File: src/tdms_pkg.sv
// Shared types, constants and lookup functions of the melody sequencer.
// Depends on nothing; imported by every module of the block.
`timescale 1ns / 1ps

package tdms_pkg;

    localparam int NOTE_DEPTH = 64;
    localparam int NOTE_AW    = (NOTE_DEPTH > 1) ? $clog2(NOTE_DEPTH) : 1;
    localparam int PTR_W      = 7;
    localparam int BOUND_W    = ($clog2(NOTE_DEPTH + 1) > PTR_W) ?
                                $clog2(NOTE_DEPTH + 1) : PTR_W;
    localparam int ENTRY_W    = 14;
    localparam int CODE_W     = 7;
    localparam int RATE_W     = 14;
    localparam int BEAT_W     = 8;
    localparam int REP_W      = 4;
    localparam int MCAND_W    = BEAT_W + REP_W;
    localparam int PROD_W     = MCAND_W + RATE_W;
    localparam int MCNT_W     = $clog2(RATE_W);
    localparam int TC_W       = 16;
    localparam int PERIOD_W   = 20;
    localparam int CFG_DATA_W = 14;

    localparam logic [PERIOD_W-1:0] SILENT_PERIOD = 20'd999999;
    localparam logic [RATE_W-1:0]   RATE_RESET    = 14'd1000;

    typedef enum logic [1:0] {
        CFG_TICK_RATE   = 2'd0,
        CFG_START_INDEX = 2'd1,
        CFG_END_INDEX   = 2'd2
    } cfg_reg_t;

    typedef enum logic [0:0] {
        FUNC_LOAD = 1'b0,
        FUNC_TICK = 1'b1
    } func_t;

    typedef enum logic [2:0] {
        ST_IDLE,
        ST_RD_LIM,
        ST_LIM_SETUP,
        ST_MUL,
        ST_CMP,
        ST_RD_NOTE,
        ST_SOUND,
        ST_OUT
    } state_t;

    typedef struct packed {
        logic              func;
        logic [5:0]        note_index;
        logic [CODE_W-1:0] pitch_code;
        logic [CODE_W-1:0] duration_code;
        logic              enable;
    } in_t;

    typedef struct packed {
        logic                tone_active;
        logic [PERIOD_W-1:0] timer_period;
        logic [1:0]          pitch_level;
        logic [2:0]          pitch_step;
        logic                playing;
        logic                finished;
    } out_t;

    typedef struct packed {
        logic               start;
        logic [MCAND_W-1:0] mcand;
        logic [RATE_W-1:0]  mplier;
    } mul_req_t;

    typedef struct packed {
        logic [3:0] tens;
        logic [3:0] units;
    } digits_t;

    // Decimal split of a code below 128: n*205>>11 equals n/10 over this range.
    function automatic digits_t split_digits(input logic [CODE_W-1:0] code);
        logic [CODE_W+7:0] scaled;
        digits_t           d;
        scaled  = (CODE_W + 8)'(code) * (CODE_W + 8)'(8'd205);
        d.tens  = scaled[CODE_W+7:11];
        d.units = 4'(code - CODE_W'(d.tens) * CODE_W'(4'd10));
        return d;
    endfunction

    function automatic logic [BEAT_W-1:0] beat_ms(input logic [2:0] idx);
        logic [BEAT_W-1:0] ms;
        case (idx)
            3'd0:    ms = 8'd0;
            3'd1:    ms = 8'd62;
            3'd2:    ms = 8'd94;
            3'd3:    ms = 8'd125;
            3'd4:    ms = 8'd125;
            3'd5:    ms = 8'd187;
            default: ms = 8'd250;
        endcase
        return ms;
    endfunction

    // Timer reload 1000000/freq - 1 for each octave and scale step.
    function automatic logic [PERIOD_W-1:0] period_of(input logic [1:0] lvl,
                                                      input logic [2:0] stp);
        logic [PERIOD_W-1:0] p;
        case ({lvl, stp})
            5'b00_001: p = 20'd3830;
            5'b00_010: p = 20'd3411;
            5'b00_011: p = 20'd3038;
            5'b00_100: p = 20'd2864;
            5'b00_101: p = 20'd2556;
            5'b00_110: p = 20'd2271;
            5'b00_111: p = 20'd2027;
            5'b01_001: p = 20'd1911;
            5'b01_010: p = 20'd1702;
            5'b01_011: p = 20'd1516;
            5'b01_100: p = 20'd1431;
            5'b01_101: p = 20'd1276;
            5'b01_110: p = 20'd1135;
            5'b01_111: p = 20'd1012;
            5'b10_001: p = 20'd955;
            5'b10_010: p = 20'd850;
            5'b10_011: p = 20'd757;
            5'b10_100: p = 20'd715;
            5'b10_101: p = 20'd637;
            5'b10_110: p = 20'd567;
            5'b10_111: p = 20'd505;
            default:   p = SILENT_PERIOD;
        endcase
        return p;
    endfunction

endpackage

File: src/tick_driven_melody_sequencer_core.sv
// Top level of the tick-driven buzzer melody sequencer.
// Depends on tdms_pkg, tdms_note_ram and tdms_serial_mul.
`timescale 1ns / 1ps

// Buzzer melody player driven by ticks. A beat with func low writes a pitch code and a
// duration code into the 64-entry note store; a beat with func high is one tick. An
// enabled tick while idle starts the melody at start_index, and later enabled ticks
// count against the current note's duration, beat_ms * repeats * tick_rate_hz / 1000,
// moving to the next note once the count exceeds it. The melody stops before
// end_index, silencing the tone and pulsing finished; a disabled tick silences at once.
// Every beat in gives exactly one beat out carrying the timer reload of the tone
// (999999 when silent) and the playback flags. One item is worked on at a time. A load,
// a disabled tick or an empty melody goes straight to output; a start reads its note
// from the store and sounds it; a tick of a running melody reads the note, feeds the
// bit-serial multiplier, which walks the 14 bits of tick_rate_hz one per cycle,
// compares, and reads and sounds the new note when it advances. The output register
// lets a new beat be accepted while the previous result still waits.
// Configuration writes are taken at any time and should only be issued while idle;
// there is no clearing pass, and notes must be loaded before they are played.

module tick_driven_melody_sequencer_core (
    input  logic                              clk,
    input  logic                              rst_n,
    input  logic                              in_valid,
    output logic                              in_ready,
    input  tdms_pkg::in_t                     in_data,
    output logic                              out_valid,
    input  logic                              out_ready,
    output tdms_pkg::out_t                    out_data,
    input  logic                              cfg_valid,
    output logic                              cfg_ready,
    input  logic [1:0]                        cfg_index,
    input  logic [tdms_pkg::CFG_DATA_W-1:0]   cfg_data
);
    import tdms_pkg::*;

    // Control state of the sequencer.
    state_t              state_reg, state_next;
    logic [PTR_W-1:0]    ptr_reg, ptr_next;
    logic [TC_W-1:0]     tc_reg, tc_next;
    logic                run_reg, run_next;
    logic                fin_reg, fin_next;
    logic                out_valid_reg, out_valid_next;

    // Sounding tone, kept as payload.
    logic [PERIOD_W-1:0] period_reg, period_next;
    logic [1:0]          lvl_reg, lvl_next;
    logic [2:0]          stp_reg, stp_next;
    logic [PROD_W-1:0]   q_reg, q_next;
    out_t                out_reg, out_next;

    // Configuration registers.
    logic [RATE_W-1:0]   rate_reg;
    logic [5:0]          start_reg;
    logic [6:0]          end_reg;

    logic                accept;
    logic                ram_we;
    logic                ram_re;
    logic [ENTRY_W-1:0]  ram_rdata;
    mul_req_t            mul_req;
    logic                mul_done;
    logic [PROD_W-1:0]   mul_prod;

    logic [BOUND_W-1:0]  end_ext;
    logic [BOUND_W-1:0]  end_bound;
    logic [BOUND_W-1:0]  start_ext;
    logic [PTR_W-1:0]    ptr_inc;
    digits_t             dur_digits;
    digits_t             pitch_digits;
    logic [2:0]          beat_idx;
    logic [1:0]          note_lvl;
    logic [2:0]          note_stp;
    logic                out_free;

    assign accept    = in_valid && in_ready;
    assign cfg_ready = 1'b1;
    assign out_free  = !out_valid_reg || out_ready;

    // The end index is clipped to the store depth.
    assign end_ext   = BOUND_W'(end_reg);
    assign end_bound = (end_ext > BOUND_W'(NOTE_DEPTH)) ? BOUND_W'(NOTE_DEPTH) : end_ext;
    assign start_ext = BOUND_W'(start_reg);
    assign ptr_inc   = ptr_reg + 1'b1;

    // Out-of-table digits clamp to the last table entry.
    assign dur_digits   = split_digits(ram_rdata[ENTRY_W-1:CODE_W]);
    assign pitch_digits = split_digits(ram_rdata[CODE_W-1:0]);
    assign beat_idx = (dur_digits.tens > 4'd6) ? 3'd6 : dur_digits.tens[2:0];
    assign note_lvl = (pitch_digits.tens > 4'd2) ? 2'd2 : pitch_digits.tens[1:0];
    assign note_stp = (pitch_digits.units > 4'd7) ? 3'd7 : pitch_digits.units[2:0];

    // Loads write the store at acceptance; slots beyond the depth are dropped.
    assign ram_we = accept && (in_data.func == FUNC_LOAD) &&
                    (BOUND_W'(in_data.note_index) < BOUND_W'(NOTE_DEPTH));

    tdms_note_ram u_ram (
        .clk   (clk),
        .we    (ram_we),
        .waddr (NOTE_AW'(in_data.note_index)),
        .wdata ({in_data.duration_code, in_data.pitch_code}),
        .re    (ram_re),
        .raddr (NOTE_AW'(ptr_reg)),
        .rdata (ram_rdata)
    );

    tdms_serial_mul u_mul (
        .clk     (clk),
        .rst_n   (rst_n),
        .req     (mul_req),
        .done    (mul_done),
        .product (mul_prod)
    );

    // Next state.
    always_comb
    begin
        state_next = state_reg;
        case (state_reg)
            ST_IDLE:
            begin
                if (accept)
                begin
                    if (in_data.func == FUNC_LOAD || !in_data.enable)
                    begin
                        state_next = ST_OUT;
                    end
                    else if (run_reg)
                    begin
                        state_next = ST_RD_LIM;
                    end
                    else if (start_ext >= end_bound)
                    begin
                        state_next = ST_OUT;
                    end
                    else
                    begin
                        state_next = ST_RD_NOTE;
                    end
                end
            end
            ST_RD_LIM:    state_next = ST_LIM_SETUP;
            ST_LIM_SETUP: state_next = ST_MUL;
            ST_MUL:
            begin
                if (mul_done)
                begin
                    state_next = ST_CMP;
                end
            end
            ST_CMP:
            begin
                // The count exceeds the limit exactly when the full product is below
                // count * 1000, which avoids dividing by 1000.
                if (mul_prod < q_reg && BOUND_W'(ptr_inc) < end_bound)
                begin
                    state_next = ST_RD_NOTE;
                end
                else
                begin
                    state_next = ST_OUT;
                end
            end
            ST_RD_NOTE:   state_next = ST_SOUND;
            ST_SOUND:     state_next = ST_OUT;
            ST_OUT:
            begin
                if (out_free)
                begin
                    state_next = ST_IDLE;
                end
            end
            default:      state_next = ST_IDLE;
        endcase
    end

    // Handshake and unit controls decoded from the state.
    always_comb
    begin
        in_ready       = (state_reg == ST_IDLE);
        ram_re         = (state_reg == ST_RD_LIM) || (state_reg == ST_RD_NOTE);
        mul_req.start  = (state_reg == ST_LIM_SETUP);
        mul_req.mcand  = MCAND_W'(beat_ms(beat_idx)) * MCAND_W'(dur_digits.units);
        mul_req.mplier = rate_reg;
    end

    // Datapath updates.
    always_comb
    begin
        ptr_next       = ptr_reg;
        tc_next        = tc_reg;
        run_next       = run_reg;
        fin_next       = fin_reg;
        period_next    = period_reg;
        lvl_next       = lvl_reg;
        stp_next       = stp_reg;
        q_next         = q_reg;
        out_next       = out_reg;
        out_valid_next = out_valid_reg && !out_ready;
        case (state_reg)
            ST_IDLE:
            begin
                if (accept)
                begin
                    fin_next = 1'b0;
                    if (in_data.func == FUNC_TICK)
                    begin
                        if (!in_data.enable)
                        begin
                            period_next = SILENT_PERIOD;
                            lvl_next    = '0;
                            stp_next    = '0;
                            run_next    = 1'b0;
                        end
                        else if (!run_reg)
                        begin
                            ptr_next = PTR_W'(start_reg);
                            tc_next  = '0;
                            if (start_ext >= end_bound)
                            begin
                                period_next = SILENT_PERIOD;
                                lvl_next    = '0;
                                stp_next    = '0;
                                fin_next    = 1'b1;
                            end
                            else
                            begin
                                run_next = 1'b1;
                            end
                        end
                    end
                end
            end
            ST_LIM_SETUP:
            begin
                // count * 1000 as count * 1024 - count * 16 - count * 8.
                q_next = {tc_reg, 10'b0} - PROD_W'({tc_reg, 4'b0}) - PROD_W'({tc_reg, 3'b0});
            end
            ST_CMP:
            begin
                if (mul_prod < q_reg)
                begin
                    tc_next  = '0;
                    ptr_next = ptr_inc;
                    if (BOUND_W'(ptr_inc) >= end_bound)
                    begin
                        period_next = SILENT_PERIOD;
                        lvl_next    = '0;
                        stp_next    = '0;
                        run_next    = 1'b0;
                        fin_next    = 1'b1;
                    end
                end
                else if (tc_reg != '1)
                begin
                    tc_next = tc_reg + 1'b1;
                end
            end
            ST_SOUND:
            begin
                if (note_stp == 3'd0)
                begin
                    period_next = SILENT_PERIOD;
                    lvl_next    = '0;
                    stp_next    = '0;
                end
                else
                begin
                    period_next = period_of(note_lvl, note_stp);
                    lvl_next    = note_lvl;
                    stp_next    = note_stp;
                end
            end
            ST_OUT:
            begin
                if (out_free)
                begin
                    out_next.tone_active  = (stp_reg != 3'd0);
                    out_next.timer_period = period_reg;
                    out_next.pitch_level  = lvl_reg;
                    out_next.pitch_step   = stp_reg;
                    out_next.playing      = run_reg;
                    out_next.finished     = fin_reg;
                    out_valid_next        = 1'b1;
                end
            end
            default:
            begin
            end
        endcase
    end

    always_ff @(posedge clk or negedge rst_n)
    begin
        if (!rst_n)
        begin
            state_reg     <= ST_IDLE;
            ptr_reg       <= '0;
            tc_reg        <= '0;
            run_reg       <= 1'b0;
            fin_reg       <= 1'b0;
            out_valid_reg <= 1'b0;
            period_reg    <= SILENT_PERIOD;
            lvl_reg       <= '0;
            stp_reg       <= '0;
            rate_reg      <= RATE_RESET;
            start_reg     <= '0;
            end_reg       <= '0;
        end
        else
        begin
            state_reg     <= state_next;
            ptr_reg       <= ptr_next;
            tc_reg        <= tc_next;
            run_reg       <= run_next;
            fin_reg       <= fin_next;
            out_valid_reg <= out_valid_next;
            period_reg    <= period_next;
            lvl_reg       <= lvl_next;
            stp_reg       <= stp_next;
            if (cfg_valid && cfg_ready)
            begin
                case (cfg_index)
                    CFG_TICK_RATE:   rate_reg  <= cfg_data[RATE_W-1:0];
                    CFG_START_INDEX: start_reg <= cfg_data[5:0];
                    CFG_END_INDEX:   end_reg   <= cfg_data[6:0];
                    default:
                    begin
                    end
                endcase
            end
        end
    end

    always_ff @(posedge clk)
    begin
        q_reg   <= q_next;
        out_reg <= out_next;
    end

    assign out_valid = out_valid_reg;
    assign out_data  = out_reg;

endmodule

File: src/tdms_note_ram.sv
// Note store: one write port and one registered read port.
// Depends on tdms_pkg for depth and word width.
`timescale 1ns / 1ps

module tdms_note_ram (
    input  logic                           clk,
    input  logic                           we,
    input  logic [tdms_pkg::NOTE_AW-1:0]   waddr,
    input  logic [tdms_pkg::ENTRY_W-1:0]   wdata,
    input  logic                           re,
    input  logic [tdms_pkg::NOTE_AW-1:0]   raddr,
    output logic [tdms_pkg::ENTRY_W-1:0]   rdata
);
    import tdms_pkg::*;

    logic [ENTRY_W-1:0] mem [NOTE_DEPTH];
    logic [ENTRY_W-1:0] rdata_reg;

    always_ff @(posedge clk)
    begin
        if (we)
        begin
            mem[waddr] <= wdata;
        end
        if (re)
        begin
            rdata_reg <= mem[raddr];
        end
    end

    assign rdata = rdata_reg;

endmodule

File: src/tdms_serial_mul.sv
// Bit-serial shift-add multiplier, one multiplier bit per cycle.
// Depends on tdms_pkg for operand widths and the request struct.
`timescale 1ns / 1ps

module tdms_serial_mul (
    input  logic                          clk,
    input  logic                          rst_n,
    input  tdms_pkg::mul_req_t            req,
    output logic                          done,
    output logic [tdms_pkg::PROD_W-1:0]   product
);
    import tdms_pkg::*;

    logic               busy_reg, busy_next;
    logic               done_reg, done_next;
    logic [MCNT_W-1:0]  cnt_reg, cnt_next;
    logic [MCAND_W-1:0] mcand_reg, mcand_next;
    logic [MCAND_W-1:0] hi_reg, hi_next;
    logic [RATE_W-1:0]  lo_reg, lo_next;
    logic [MCAND_W:0]   sum;

    // The low half holds the remaining multiplier bits; the sum shifts in from the top.
    assign sum = {1'b0, hi_reg} + (lo_reg[0] ? {1'b0, mcand_reg} : '0);

    always_comb
    begin
        busy_next  = busy_reg;
        done_next  = 1'b0;
        cnt_next   = cnt_reg;
        mcand_next = mcand_reg;
        hi_next    = hi_reg;
        lo_next    = lo_reg;
        if (req.start)
        begin
            busy_next  = 1'b1;
            cnt_next   = '0;
            mcand_next = req.mcand;
            hi_next    = '0;
            lo_next    = req.mplier;
        end
        else if (busy_reg)
        begin
            hi_next  = sum[MCAND_W:1];
            lo_next  = {sum[0], lo_reg[RATE_W-1:1]};
            cnt_next = cnt_reg + 1'b1;
            if (cnt_reg == MCNT_W'(RATE_W - 1))
            begin
                busy_next = 1'b0;
                done_next = 1'b1;
            end
        end
    end

    always_ff @(posedge clk or negedge rst_n)
    begin
        if (!rst_n)
        begin
            busy_reg <= 1'b0;
            done_reg <= 1'b0;
            cnt_reg  <= '0;
        end
        else
        begin
            busy_reg <= busy_next;
            done_reg <= done_next;
            cnt_reg  <= cnt_next;
        end
    end

    always_ff @(posedge clk)
    begin
        mcand_reg <= mcand_next;
        hi_reg    <= hi_next;
        lo_reg    <= lo_next;
    end

    assign done    = done_reg;
    assign product = {hi_reg, lo_reg};

endmodule

File: config.mk
export PLATFORM = sky130hd
export DESIGN_NAME = tick_driven_melody_sequencer_core
export DESIGN_NICKNAME = d
export VERILOG_FILES = /design/src/tdms_pkg.sv /design/src/tick_driven_melody_sequencer_core.sv /design/src/tdms_note_ram.sv /design/src/tdms_serial_mul.sv
export SDC_FILE = /design/constraint.sdc
export NUM_CORES = 1
export LEC_CHECK = 0
export BUFFER_PORTS_ARGS = -buffer_cell sky130_fd_sc_hd__buf_2
export CAP_MARGIN = 20
export CORE_MARGIN = 5
export CORE_UTILIZATION = 45
export CTS_CLUSTER_DIAMETER = 40
export DETAILED_ROUTE_END_ITERATION = 16
export PLACE_DENSITY = 0.66
export SLEW_MARGIN = 0
export SYNTH_ARGS = -nofsm -noshare
export SYNTH_HDL_FRONTEND = slang
export SYNTH_HIERARCHICAL = 1
export SYNTH_SLANG_ARGS = --single-unit
File: constraint.sdc
create_clock -name clk -period 9.6 [get_ports clk]
set_clock_uncertainty 0.15 [all_clocks]
set_input_delay 0.96 -clock clk [delete_from_list [all_inputs] [get_ports clk]]
set_output_delay 0.96 -clock clk [all_outputs]
set_load 0.01 [all_outputs]
== After elaboration in Yosys (flattened, before gate mapping) ==
Memory sizes are Yosys's and may differ from the RTL's. A register that Yosys moved wholly into a read port is not among the register bits.
Index checks and enable logic that the tools add are counted.

* Equal/unequal tests: 27
* Bitwise operators: 1
* Muxes and demuxes: 84
* Reduce and logical (&&, ||, !) cells: 29
* Order comparisons: 8
* Multipliers: 5
* $add $sub $neg: 8

{| class="wikitable"
|+ Operator list
! cell !! number
|-
| $mux 20 || 8
|-
| $mux 16 || 6
|-
| $pmux 20 s3 || 1
|-
| $mux 3 || 15
|-
| $mux 7 || 6
|-
| $pmux 8 s5 || 1
|-
| $pmux 16 s2 || 1
|-
| $mul 7x8->15 const B || 2
|-
| $mux 14 || 2
|-
| $lt 26x26->1 || 1
|-
| $sub 26x19->26 || 1
|-
| $sub 26x20->26 || 1
|-
| $mux 1 || 24
|-
| $pmux 3 s8 || 1
|-
| $mux 2 || 11
|-
| $eq 3x3->1 const B || 6
|-
| $add 16x1->16 const B || 1
|-
| $ne 16x16->1 const B || 1
|-
| $pmux 7 s2 || 1
|-
| $add 12x13->13 || 1
|-
| $eq 3x2->1 const B || 4
|-
| $mul 8x4->12 || 1
|-
| $mux 12 || 1
|-
| $reduce_and 6->1 || 2
|-
| other kinds (36) || 63
|}

* Flip-flop bits (word level): 179
* Memory bits (read-only): 544
* Word-level logic and storage cells: 189
* RAM bits: 896
* Memories: 2

{| class="wikitable"
|+ Memory list
! name !! words !! bits a word !! read ports !! clocked after Yosys merged registers in !! write ports !! line !! text
|-
| u_ram.mem || 64 || 14 || 1 || 1 || 1 || tdms_note_ram.sv:16 || <nowiki>logic [ENTRY_W-1:0] mem [NOTE_DEPTH];</nowiki>
|-
| (no name shown) || 32 || 17 || 1 || 0 || 0 || tdms_pkg.sv:105 || <nowiki>case ({lvl, stp})</nowiki>
|}

== Longest topological paths before layout ==
* Depth in word-level cells: 9
* Depth in mapped cells: 32
* Depth with buffers taken out: 32

== By module ==
Netlist, hierarchy kept.

{| class="wikitable"
|+ Modules (own cells, without submodules)
! module !! instances !! cells each !! sequential area each (µm²) !! area each (µm²)
|-
| tdms_note_ram || 1 || 1,665 || 27,326.2 || 35,146.2
|-
| tick_driven_melody_sequencer_core || 1 || 1,073 || 3,190.6 || 10,515.1
|-
| tdms_serial_mul || 1 || 195 || 1,171.1 || 2,309.7
|}

== Worst setup path after synthesis ==
OpenSTA, ideal clock, no wires.

* Path type: flip-flop to flip-flop
* Start point: register u_ram.rdata_reg[11] (netlist: u_ram/rdata[11]) (read register of u_ram.mem)
* End point: register u_mul.mcand_reg[11] (data pin)
* Data arrival time: 7.085 ns
* Clock period less this slack: 7.492 ns
* Slack: 2.108 ns
* Path buffers: 0
* Data required time: 9.192 ns
* Cell stages (with the launch flop): 33
* Path through: edfxtp_1 -> ha_1 -> ha_1 -> fa_1 -> inv_1 -> fa_1 -> inv_1 -> ha_1 -> a31o_2 -> a21oi_1 -> o21ai_1 -> and2_1 -> nor2_1 -> xor2_1 -> inv_1 -> fa_1 -> xnor2_1 -> xnor2_1 -> xnor2_1 -> or2_2 -> fa_1 -> fa_1 -> inv_1 -> ha_1 -> a21o_1 -> a21oi_1 -> o21bai_1 -> a21oi_1 -> o21bai_1 -> a21oi_1 -> o21bai_1 -> a21oi_1 -> xnor2_1

{| class="wikitable"
|+ RTL lines
! what !! line !! text
|-
| from (decl) || tdms_note_ram.sv:17 || <nowiki>logic [ENTRY_W-1:0] rdata_reg;</nowiki>
|-
| to (signal assigned) || tdms_serial_mul.sv:72 || <nowiki>mcand_reg <= mcand_next;</nowiki>
|-
| to (decl) || tdms_serial_mul.sv:17 || <nowiki>logic [MCAND_W-1:0] mcand_reg, mcand_next;</nowiki>
|}

==> parameters.txt <==
Parameter                              Value

Clock tree
  Clk root buf ... sky130_fd_sc_hd__clkbuf_16
  Level count of the clock H-tree ... 4
  Maximum clock path buffer count ... 3
  Clk sink count ... ~1100
  Clock buffer count from CTS ... between 100 and 150
  Post-CTS clock slew at the launch and capture registers of the worst setup and hold paths ... 0.06 ns
  Insertion delay of the later-clocked pin in the worst-skew pair ... ~0.73 ns
  Post-CTS Resized ... 0
  CTS tree ... done

Worst setup path
  Critical path required time ... approximately 9.9 ns
  Largest stage delay, worst path ... about 0.66 ns
  Reg2Reg Depth ... 32
  Critical Path Source Type ... flop
  Peak fanout along the critical path ... 14
  Max stage delay cell, worst path ... sky130_fd_sc_hd__o21ai_1
  Critical path endpoint category ... flop
  Critical path class ... flop to flop
  Crit path arrival time ... between 8 and 9 ns

Yosys
  Seq/Total Area, Yosys ... 0.661
  Multiplexer share of the synthesized area ... 0.126
  Cell count after synthesis ... 2933
  Dominant combinational cell family by area after synthesis ... multiplexers
  Number of distinct library cells after synthesis ... roughly 90
  Cell types with the largest area share after synthesis ... sky130_fd_sc_hd__edfxtp_1 (61%), sky130_fd_sc_hd__mux4_2 (7.6%), sky130_fd_sc_hd__ha_1 (4.8%), sky130_fd_sc_hd__dfrtp_1 (3.4%), sky130_fd_sc_hd__mux2i_1 (3.4%)
  Synth Area in XOR/XNOR ... 0.0140
  Avg Inst Size Synth ... 16.4 um^2
  Simple logic cell fraction of the synthesized area ... 0.0441
  Proportion of register bits with asynchronous set or reset after synthesis ... 0.0746
  Post-synthesis adder-cell area fraction ... 0.0644
  Top cell type's share of synthesized area ... 0.613
  Fraction of the mapped netlist area in compound gates ... 0.0653
  Primary flip-flop cell chosen by synthesis mapping ... sky130_fd_sc_hd__edfxtp_1
  Post-synth EDFFs ... 980
  Yosys top cell by area ... sky130_fd_sc_hd__edfxtp_1
  Cell area after synthesis ... between 40000 and 50000 um^2
  Number of synthesized register bits ... 1072
  Synth warn ... 6

GRT
  Gr ovfl total ... 0
  First-pass GRT wire length ... ~170 mm
  Vias in the first global route ... 27400
  Overall Global Routing Usage ... 0.193
  Number of antenna violations at the first check in global routing ... 6
  Pin count of the biggest net entering global routing ... around 140

STA
  Minimum clock period after layout ... around 8.6 ns
  Hold violation total from the final report ... 0
  Finish-stage setup viols ... 0
  Relative max-transition margin ... 0.208
  Final count of pins violating max slew ... 0
  Post-route clock period utilization ... 0.900
  Peak clock frequency supported by timing ... between 0.1 and 0.15 GHz
  Setup TNS ... 0 ns
  RSZ-0062 raised after global routing ... no
  Worst-Margin Slew ... ~1.2 ns

Worst hold path
  Cell depth of the worst hold path ... 0
  Class of the tightest hold or removal check ... flop to flop

Detailed routing
  Met3 WL post-DR ... 7.34 mm
  Number of vias after detailed routing ... 26500
  Number of remaining DRC errors ... 0
  Detailed-route vias per instance ... between 5 and 6
  DR WL/cell ... 24.0 um
  DR iter-0 viols ... around 2200
  Wire length after detailed routing ... roughly 110 mm
  Count of nets left with antenna violations after detail routing ... 0
  Met2 wirelength from detailed routing ... between 50 and 60 mm
  Pre-antenna DRT Iters ... 5
  M1 WL ... 45.1 mm
  Highest signal layer in the routed design ... met5

Cells and area
  Max FFs per register ... roughly 900
  Final-stage net count ... about 3300
  FILL cells ... 8406
  Post-route cell area ... about 54000 um^2
  Fraction of final layout cells with drive strength greater than 1 ... 0.206
  Synth-to-Final Area Change ... 13.5%

Placed design
  Placed wire-length estimate ... roughly 67 mm
  Cell Area, Placed ... between 40000 and 50000 um^2
  IO buf count ... between 60 and 70
  Final weighted congestion of routability-driven global placement ... 0.814

Status
  Outcome ... finished, final reports clean

Floorplan
  Die X ... between 300 and 400 um
  Chip height ... between 300 and 400 um
  Number of cell rows ... between 100 and 150
  Initial core utilization ... 0.454
  Full die area ... around 110000 um^2
  Number of top-level design ports ... 74
  Core Footprint ... 106000 um^2

Run
  Number of maximum-capacitance violations ... 0
## through the flow
step / util / hold WS [ns] / worst slack (ns) / instances
after CTS: 0.515 / 0.280 / 0.936 / 4545
after global placement: 0.474 / 0.301 / 1.22 / 4316
after floorplan: - / 0.275 / 2.11 / 2935
final: 0.516 / 0.306 / 0.957 / 4557
after detailed placement: 0.474 / 0.301 / 0.929 / 4316
after global routing: 0.516 / 0.302 / 0.315 / 4552
## repair_timing
action,CTS,global route
hold buffers,0,1
buffers inserted,0,0
hold endpoints to repair,0,7
## cells in the mapped netlist (6+ instances only)
library cell,instances
sky130_fd_sc_hd__mux4_2,162
sky130_fd_sc_hd__nor3_1,22
sky130_fd_sc_hd__dfstp_2,14
sky130_fd_sc_hd__nand2b_1,21
sky130_fd_sc_hd__nor2_1,164
sky130_fd_sc_hd__a21o_1,32
sky130_fd_sc_hd__nand4_1,15
sky130_fd_sc_hd__nand3_1,58
sky130_fd_sc_hd__buf_2,38
sky130_fd_sc_hd__or2_2,8
sky130_fd_sc_hd__buf_1,13
sky130_fd_sc_hd__o22ai_1,27
sky130_fd_sc_hd__o21ai_0,52
sky130_fd_sc_hd__a211o_1,6
sky130_fd_sc_hd__xor2_1,14
sky130_fd_sc_hd__mux2i_1,161
sky130_fd_sc_hd__a21oi_1,79
sky130_fd_sc_hd__edfxtp_1,980
sky130_fd_sc_hd__and3_1,7
sky130_fd_sc_hd__a22o_1,11
sky130_fd_sc_hd__a22oi_1,55
sky130_fd_sc_hd__nand3b_1,7
sky130_fd_sc_hd__buf_4,18
sky130_fd_sc_hd__clkbuf_1,68
sky130_fd_sc_hd__mux2_2,69
sky130_fd_sc_hd__xnor2_1,55
sky130_fd_sc_hd__nand2_1,91
sky130_fd_sc_hd__fa_1,40
sky130_fd_sc_hd__dfxtp_1,12
sky130_fd_sc_hd__a32o_1,14
sky130_fd_sc_hd__o21ai_1,7
sky130_fd_sc_hd__ha_1,183
sky130_fd_sc_hd__o211ai_1,28
sky130_fd_sc_hd__or3_1,6
sky130_fd_sc_hd__buf_6,8
sky130_fd_sc_hd__a211oi_1,23
sky130_fd_sc_hd__nor2b_1,13
sky130_fd_sc_hd__o21a_1,12
sky130_fd_sc_hd__dfrtp_1,66
sky130_fd_sc_hd__inv_1,131
sky130_fd_sc_hd__o221ai_1,14
sky130_fd_sc_hd__a31oi_1,20
sky130_fd_sc_hd__and2_1,16
## worst max-delay path, delay by kind of cell, from the launching register on
kind / cells / cell delay [ns]
flip-flops: 1 / 0.50
XOR/XNOR: 5 / 1.23
buffers and inverters: 4 / 0.30
AO/OA/AOI/OAI: 11 / 2.12
adder cells (fa/ha/maj): 9 / 3.47
AND/OR/NAND/NOR: 3 / 0.62
## cell type report
type	count	area, um^2	area share
well taps	1391	1740	0.0320
clock buffers	155	3420	0.0628
diodes	5	12.5	0.000230
repair buffers	144	997	0.0183
multi-input cells	1585	15200	0.279
flip-flops and latches	1072	31700	0.582
inverters	131	492	0.00903
clock inverters	74	911	0.0167
## per-layer routing
metal | GRT usage | vias to the layer above
li1 | - | 11800
met1 | 0.257 | 13700
met2 | 0.326 | 867
met3 | 0.0368 | 175
met4 | 0.0571 | 2
met5 | 0 | -
## cells by family (layout without fill, tap and decap cells)
family / after synthesis / count (layout)
flops: 1072 / 1072
simple gates: 448 / 448
compound gates: 446 / 446
mux: 392 / 392
buf+inv: 278 / 504
fa+ha+maj: 223 / 223
xor+xnor: 72 / 72
other cells: 2 / 9
## placed cells by master (no fill, tap or decap), drive strengths merged, types with 13 or more instances in the layout
cell	instances
mux2i	161
buf	142
o221ai	14
clkinv	38
inv	149
o22ai	27
mux4	162
a31oi	20
xnor2	56
nor2b	13
o211ai	30
mux2	69
a21oi	79
o21ai	59
a22oi	55
dfstp	14
xor2	15
and2	17
a211oi	24
ha	183
nand4	15
fa	40
dfrtp	66
nand3	58
a32o	14
nand2b	21
nand2	91
nor3	22
a21o	33
edfxtp	980
nor2	164
clkbuf	156
## worst paths after layout
path,from,to,slack [ns]
worst max-delay path,u_ram/rdata[10]$_DFFE_PP_,u_mul/mcand_reg[11]$_DFFE_PP_,0.96
worst min-delay path,lvl_reg[1]$_DFFE_PN0P_,out_data[6]$_DFFE_PP_,0.31
worst max register to register,u_ram/rdata[10]$_DFFE_PP_,u_mul/mcand_reg[11]$_DFFE_PP_,0.96
worst min register to register,lvl_reg[1]$_DFFE_PN0P_,out_data[6]$_DFFE_PP_,0.31
max in group asynchronous,rst_n,rate_reg[8]$_DFFE_PN1P_,8.15
min in group asynchronous,rst_n,period_reg[10]$_DFFE_PN0P_,0.50
Power is not shown: default switching activity piles up to over one toggle a cycle in this logic, so the estimate is an artifact.
